===== src/rtl/p2p420_pkg.sv =====
// Shared types and constants for the packed 4:4:4 to planar 4:2:0 converter.
package p2p420_pkg;

    localparam int MAX_WIDTH_DEF = 4096;
    localparam int MAX_ROWS_DEF  = 4096;
    localparam int OUTQ_DEPTH    = 4;

    localparam int PIX_W     = 8;
    localparam int SUM_W     = 9;
    localparam int ENT_W     = 2 * SUM_W;
    localparam int OFF_W     = 25;
    localparam int LW_W      = 13;
    localparam int PITCH_W   = 14;
    localparam int SROW_W    = 12;
    localparam int CFG_IDX_W = 2;
    localparam int CFG_DATA_W = 14;

    localparam logic [CFG_IDX_W-1:0] CFG_OUT_FORMAT = 2'd0;
    localparam logic [CFG_IDX_W-1:0] CFG_LINE_WIDTH = 2'd1;
    localparam logic [CFG_IDX_W-1:0] CFG_OUT_PITCH  = 2'd2;
    localparam logic [CFG_IDX_W-1:0] CFG_START_ROW  = 2'd3;

    localparam logic [LW_W-1:0]    LINE_WIDTH_RST = 13'd1920;
    localparam logic [PITCH_W-1:0] OUT_PITCH_RST  = 14'd1920;

    localparam logic FMT_I420 = 1'b0;
    localparam logic FMT_NV12 = 1'b1;

    localparam logic KIND_LUMA   = 1'b0;
    localparam logic KIND_CHROMA = 1'b1;

    // Everything one pixel produces: the luma word and an optional chroma word.
    typedef struct packed {
        logic [OFF_W-1:0] luma_off;
        logic [PIX_W-1:0] luma_val;
        logic             has_chroma;
        logic [OFF_W-1:0] chroma_off;
        logic [PIX_W-1:0] u_avg;
        logic [PIX_W-1:0] v_avg;
    } pix_result_t;

endpackage


===== src/rtl/p2p420_out_queue.sv =====
// Result queue: one entry per pixel, drained as one or two output words.
module p2p420_out_queue import p2p420_pkg::*; #(
    parameter int DEPTH = OUTQ_DEPTH,
    parameter int CW    = $clog2(OUTQ_DEPTH + 1)
) (
    input  logic             clk,
    input  logic             rst_n,
    input  logic             push,
    input  pix_result_t      push_data,
    output logic [CW-1:0]    count,
    output logic             result_valid,
    input  logic             result_ready,
    output logic             kind,
    output logic [OFF_W-1:0] offset,
    output logic [PIX_W-1:0] first_value,
    output logic [PIX_W-1:0] second_value,
    output logic             last
);

    localparam int PW = $clog2(DEPTH);

    pix_result_t     entries [DEPTH];
    logic [PW-1:0]   head_reg, head_next;
    logic [PW-1:0]   tail_reg, tail_next;
    logic [CW-1:0]   count_reg, count_next;
    logic            phase_reg, phase_next;
    pix_result_t     head;
    logic            pop;

    assign head         = entries[head_reg];
    assign result_valid = (count_reg != '0);
    assign pop          = result_valid && result_ready && (phase_reg || !head.has_chroma);
    assign count        = count_reg;

    always_comb
    begin
        if (phase_reg)
        begin
            kind         = KIND_CHROMA;
            offset       = head.chroma_off;
            first_value  = head.u_avg;
            second_value = head.v_avg;
            last         = 1'b1;
        end
        else
        begin
            kind         = KIND_LUMA;
            offset       = head.luma_off;
            first_value  = head.luma_val;
            second_value = '0;
            last         = !head.has_chroma;
        end
    end

    always_comb
    begin
        head_next  = head_reg;
        tail_next  = tail_reg;
        count_next = count_reg;
        phase_next = phase_reg;
        if (pop)
        begin
            head_next = (head_reg == PW'(DEPTH - 1)) ? '0 : head_reg + 1'b1;
        end
        if (push)
        begin
            tail_next = (tail_reg == PW'(DEPTH - 1)) ? '0 : tail_reg + 1'b1;
        end
        if (push && !pop)
        begin
            count_next = count_reg + 1'b1;
        end
        else if (pop && !push)
        begin
            count_next = count_reg - 1'b1;
        end
        if (result_valid && result_ready)
        begin
            phase_next = !pop;
        end
    end

    always_ff @(posedge clk or negedge rst_n)
    begin
        if (!rst_n)
        begin
            head_reg  <= '0;
            tail_reg  <= '0;
            count_reg <= '0;
            phase_reg <= 1'b0;
        end
        else
        begin
            head_reg  <= head_next;
            tail_reg  <= tail_next;
            count_reg <= count_next;
            phase_reg <= phase_next;
        end
    end

    always_ff @(posedge clk)
    begin
        if (push)
        begin
            entries[tail_reg] <= push_data;
        end
    end

endmodule


===== config.mk =====
export PLATFORM = sky130hd
export DESIGN_NAME = p2p420_out_queue
export DESIGN_NICKNAME = d
export VERILOG_FILES = /design/src/rtl/p2p420_pkg.sv /design/src/rtl/p2p420_out_queue.sv
export SDC_FILE = /design/constraint.sdc
export NUM_CORES = 1
export LEC_CHECK = 0
export ABC_AREA = 1
export BUFFER_PORTS_ARGS = -buffer_cell sky130_fd_sc_hd__buf_2
export CORE_MARGIN = 2
export CORE_UTILIZATION = 58
export CTS_CLUSTER_DIAMETER = 100
export DETAILED_ROUTE_END_ITERATION = 10
export PLACE_DENSITY = 0.79
export SYNTH_ARGS = -nofsm -noshare
export SYNTH_HDL_FRONTEND = slang
export SYNTH_SLANG_ARGS = --single-unit

===== constraint.sdc =====
create_clock -name clk -period 3.5 [get_ports clk]
set_input_delay 0.7 -clock clk [delete_from_list [all_inputs] [get_ports clk]]
set_output_delay 0.7 -clock clk [all_outputs]
set_load 0.03 [all_outputs]

---- Word level (Yosys, flattened, before mapping) ----
Memories as Yosys holds them, arrays and structs flattened.
Cells that the tools add are included.
operators by class
  mux-type cells .......................... 11
  $add $sub $neg .......................... 4
  reductions and logical operators ........ 10
  equal/unequal tests ..................... 2
operators with widths
  kind                                                                 number
  25-bit two-way mux                                                   1
  8-bit two-way mux                                                    2
  3-bit two-way mux                                                    2
  2-bit by 1-bit adder with 2-bit output (second input constant)       2
  2-bit == test (second input constant)                                2
  1-bit logical AND                                                    4
  1-bit two-way mux                                                    4
  2-bit two-way mux                                                    2
  3-bit by 1-bit adder with 3-bit output (second input constant)       1
  1-bit zero test                                                      3
  3-bit nonzero test                                                   1
  3-bit by 1-bit subtractor with 3-bit output (second input constant)  1
  2-bit nonzero test                                                   1
  1-bit logical OR                                                     1
word-level totals
  memories ................................ 1
  output and inout bits ................... 47
  register bits after elaboration ......... 8
  bits in writable memories ............... 300
  bits of input ports ..................... 79
  logic and storage cells ................. 32
memories
  memory   words  bits a word  read ports  clocked after Yosys merged registers in  wr ports  RTL line                RTL
  entries  4      75           1           0                                        1         p2p420_out_queue.sv:22  pix_result_t entries [DEPTH];

---- Longest topological paths before layout ----
An unclocked memory read counts as a cell.
  depth in word-level cells ............... 7
  gate-level depth with buffers ........... 13

---- Worst setup path after synthesis ----
OpenSTA, ideal clock, no wires.
  kind .................................... in2reg
  start point ............................. input push
  end point ............................... memory entries[3][0] (netlist bit) (enable)
  stages on the path ...................... 2
  buffers on the path ..................... 0
  data required time ...................... 3.071 ns
  data arrival time ....................... 2.196 ns
  slack ................................... 0.875 ns
  setup time .............................. 0.429 ns
  path through ............................ nand2_1 > inv_1
on the way
  longest elaborated chain between the ends .. 2
RTL lines
  element                                  RTL line                 RTL
  start: declaration                       p2p420_out_queue.sv:8    input logic push,
  1-bit two-way mux                        p2p420_out_queue.sv:103  if (push)
  1-bit two-way mux (implied by the code)  p2p420_out_queue.sv:105  entries[tail_reg] <= push_data;
  end: declaration                         p2p420_out_queue.sv:22
No other way between the ends.

---- Worst setup path after layout ----
  start point ............................. register head_reg[1]
  end point ............................... output offset[24]
on the way
  longest elaborated chain between the ends .. 2
RTL lines
  element                   RTL line                RTL
  start: declaration        p2p420_out_queue.sv:23  logic [PW-1:0] head_reg, head_next;
  start signal: assignment  p2p420_out_queue.sv:94  head_reg <= head_next;
  memory 4 x 75 bit         --
  25-bit two-way mux        p2p420_out_queue.sv:37  if (phase_reg)
  end: declaration          p2p420_out_queue.sv:14  output logic [OFF_W-1:0] offset,
No other way between the ends.

==> results by group <==
Critical path
  – Startpoint Class: flop
  – Crit path top cell by count: nand2_1
  – Worst path depth: 7
  – Arrival @ worst endpoint: ~2.5 ns
  – Crit-path slowest cell: dfrtp_2
  – Worst R2R Path Depth: 10
  – Setup crit end: offset[24]
  – Critical path origin: head_reg[1]
  – Maximum fanout along the worst path: 32
  – Slowest cell delay on critical path: around 0.57 ns
  – R2R Path Start: head_reg[0]
  – Worst setup EP type: output pin
  – CP delay by family, top: buffers and inverters
  – WP buf/inv: 3
  – WP data required: 2.80 ns
  – Critical path class: flop to output pin
  – CP Cell Sequence: inv_2 > buf_12 > o21ai_0 > o22ai_1 > nand2_1 > nand2_1 > buf_2
  – Setup slack, reg-to-reg: approximately 0.88 ns
  – Reg-to-Reg End: count[1]

STA
  – Fin Clk Skew: approximately 0.014 ns
  – Final setup violation count: 0
  – Rel. slew slack: between 50% and 60%
  – Max-slew violations: 0
  – Setup slack after layout: ~0.27 ns
  – Period utilization: between 90% and 100%
  – Setup TNS: 0 ns
  – Unrepaired setup endpoints after global routing: no
  – Minimum clock period: between 3 and 4 ns
  – Max Clock Freq: about 310 MHz
  – Worst slew pin tran: about 0.73 ns
  – Final Hold Viols: 0

Final layout
  – Commonest non-fill, non-tap cell in the layout: edfxtp_1
  – Final Net Count: 1117
  – Max reg flops: 300
  – Commonest non-fill, non-tap cells in the layout: 300 x edfxtp_1, 168 x nor2_1, 125 x buf_2
  – Layout area overhead: 14.28%
  – Fin cells: ~1300
  – Fraction of layout cells with a size suffix above 1: between 10% and 20%

Floorplanning
  – Initial Util: around three fifths
  – I/O pins: around 130
  – Die height: around 150 um
  – Die area: ~22000 um2
  – Core area: between 20000 and 25000 um2
  – Width of the die: about 150 um
  – Number of core rows: 52

Synthesis
  – Syn Std Cell Area: 12130 um2
  – Largest cells by area after synthesis: edfxtp_1 74%, nor2_1 5.2%, nand2_1 3.6%, o21ai_0 3.5%, o22ai_1 3.4%
  – Seq/Total Area, Yosys: approximately three quarters
  – Post-synth cell types: 28
  – Post-Syn Area per Cell: between 10 and 15 um2
  – Yosys top cell area share: between 70% and 80%
  – Largest area contributor in the netlist: edfxtp_1
  – Async SR Flop Fraction: around 2.6%
  – Post-Syn Instances: a little over 900
  – Ys flop type: edfxtp_1
  – Post-Syn Nets: 993
  – Ys Warns: 0
  – #FFs+latches synth: ~300
  – Post-synth EDFFs: 300

Clock network
  – Clk root buf: clkbuf_16
  – Inserted Clock Buffers: 31
  – Clock Sinks: 308
  – Clk buf depth: 3
  – CTS tree: done
  – H-tree depth: 1
  – Clock slew at reported path FFs: approximately 0.060 ns
  – Number of gates resized after CTS: 0
  – Clk_lat worst skew: about 0.55 ns

GRT
  – Vias in the first global route: 7422
  – Met2 usage: 38.94%
  – Met1 usage: 32.58%
  – Global route overflow: 0
  – Most used routing layer in global routing: met2
  – Antenna violations before repair: 9
  – First-pass GRT wire length: roughly 40000 um
  – Largest net degree at the start of global routing: approximately 150
  – Global routing usage on met3: roughly 6.3%
  – GRT Total Usage: a little under a quarter

Drt
  – Via count: approximately 7700
  – Vias per Instance: around 5.8
  – DRT iter0 DRCs: ~700
  – Antenna Violating Nets Remaining: 0
  – Routed WL: ~26000 um
  – DRC viols: 0
  – WL per Instance: about 20 um
  – Drt first pass iters: 5

Placed design
  – Placed Cells: 1267
  – Post-DP HPWL: approximately 15000 um
  – Buffers on Ports: 125
  – Pre-CTS WS: between 0.8 and 0.9 ns
  – Gpl congestion: around 0.82

Power
  – Leakage: 5.010 nW
  – Peak supply drop: between 0.5 and 0.6 mV
  – Pwr Density: a little over 900 nW/um2

Hold path
  – Worst Min Path Start: push_data[2]
  – Worst Hold Class: input pin to flop

Job
  – Max Cap Viol: 0

Outcome
  – Status: finished, final reports clean
[how the worst min path moves through the flow]
| stage | end | slack, ns | cells past startpoint |
|---|---|---|---|
| 5_1_grt | entries[0][39] | 0.34 | 1 |
| 4_1_cts | entries[1][73] | 0.34 | 1 |
| 6_report | entries[3][2] | 0.36 | 1 |
| 3_5_place_dp | count[2] | 0.56 | 1 |
| 2_1_floorplan | count[0] | 0.40 | 0 |
| 3_3_place_gp | count[0] | 0.55 | 1 |
[synth_stat cells, drive strengths merged (4+ instances only)]
cell	n
o22ai	66
nand3	4
dfrtp	8
clkbuf	17
inv	14
a21oi	10
edfxtp	300
o21ai	151
buf	40
nor2	168
ha	6
nand2	117
[layer usage]
metal | up-vias | share of wire [%]
met5 | - | 0.11
li1 | 3548 | -
met1 | 3734 | 40
met2 | 324 | 49
met4 | 6 | 2.3
met3 | 51 | 8.7
[through the flow]
stage | util [%] | total power, mW | area (um2) | hold slack, ns
after global placement | 63.49 | 9.647 | 12930 | 0.5478
after floorplan | - | 8.487 | 12130 | 0.4044
final | 68.09 | 12.69 | 13870 | 0.3620
after detailed placement | 63.49 | 9.757 | 12930 | 0.5613
after CTS | 68.00 | 12.72 | 13850 | 0.3425
after global routing | 68.02 | 13.35 | 13850 | 0.3411
[final cells by class]
| cell class | count | area (um2) |
|---|---|---|
| flip-flops and latches | 308 | 9214 |
| fillers | 1359 | 6497 |
| multi-input cells | 527 | 2445 |
| repair buffers | 148 | 875.8 |
| clock buffers | 35 | 790.8 |
| well taps | 270 | 337.8 |
| clock inverters | 17 | 117.6 |
| inverters | 15 | 66.31 |
| diodes | 8 | 20.02 |
[report_power, final]
group / leakage (nW) / switching, mW / internal, mW / total, mW
sequential: 2.85 / 0.193 / 4.74 / 4.93
clock: 0.445 / 1.28 / 1.68 / 2.96
combinational: 1.72 / 3.49 / 1.32 / 4.81
total: 5.01 / 4.96 / 7.73 / 12.7
[cells by family after synthesis]
group	count (synthesis)	synth area share (%)
flip-flops	308	75.89
AO/OA/AOI/OAI	228	10.11
adder cells (fa/ha/maj)	7	0.7837
AND/OR/NAND/NOR	289	9.022
buffers and inverters	72	3.960
multiplexers	1	0.09280
XOR/XNOR	2	0.1444
[what timing repair did]
| action | 4_1_cts | 5_1_grt |
|---|---|---|
| hold buffers | 1 | 0 |
| buffers inserted | 0 | 0 |
| hold endpoints to repair | 8 | 0 |
Note: power is estimated with default switching activity, not from simulation.
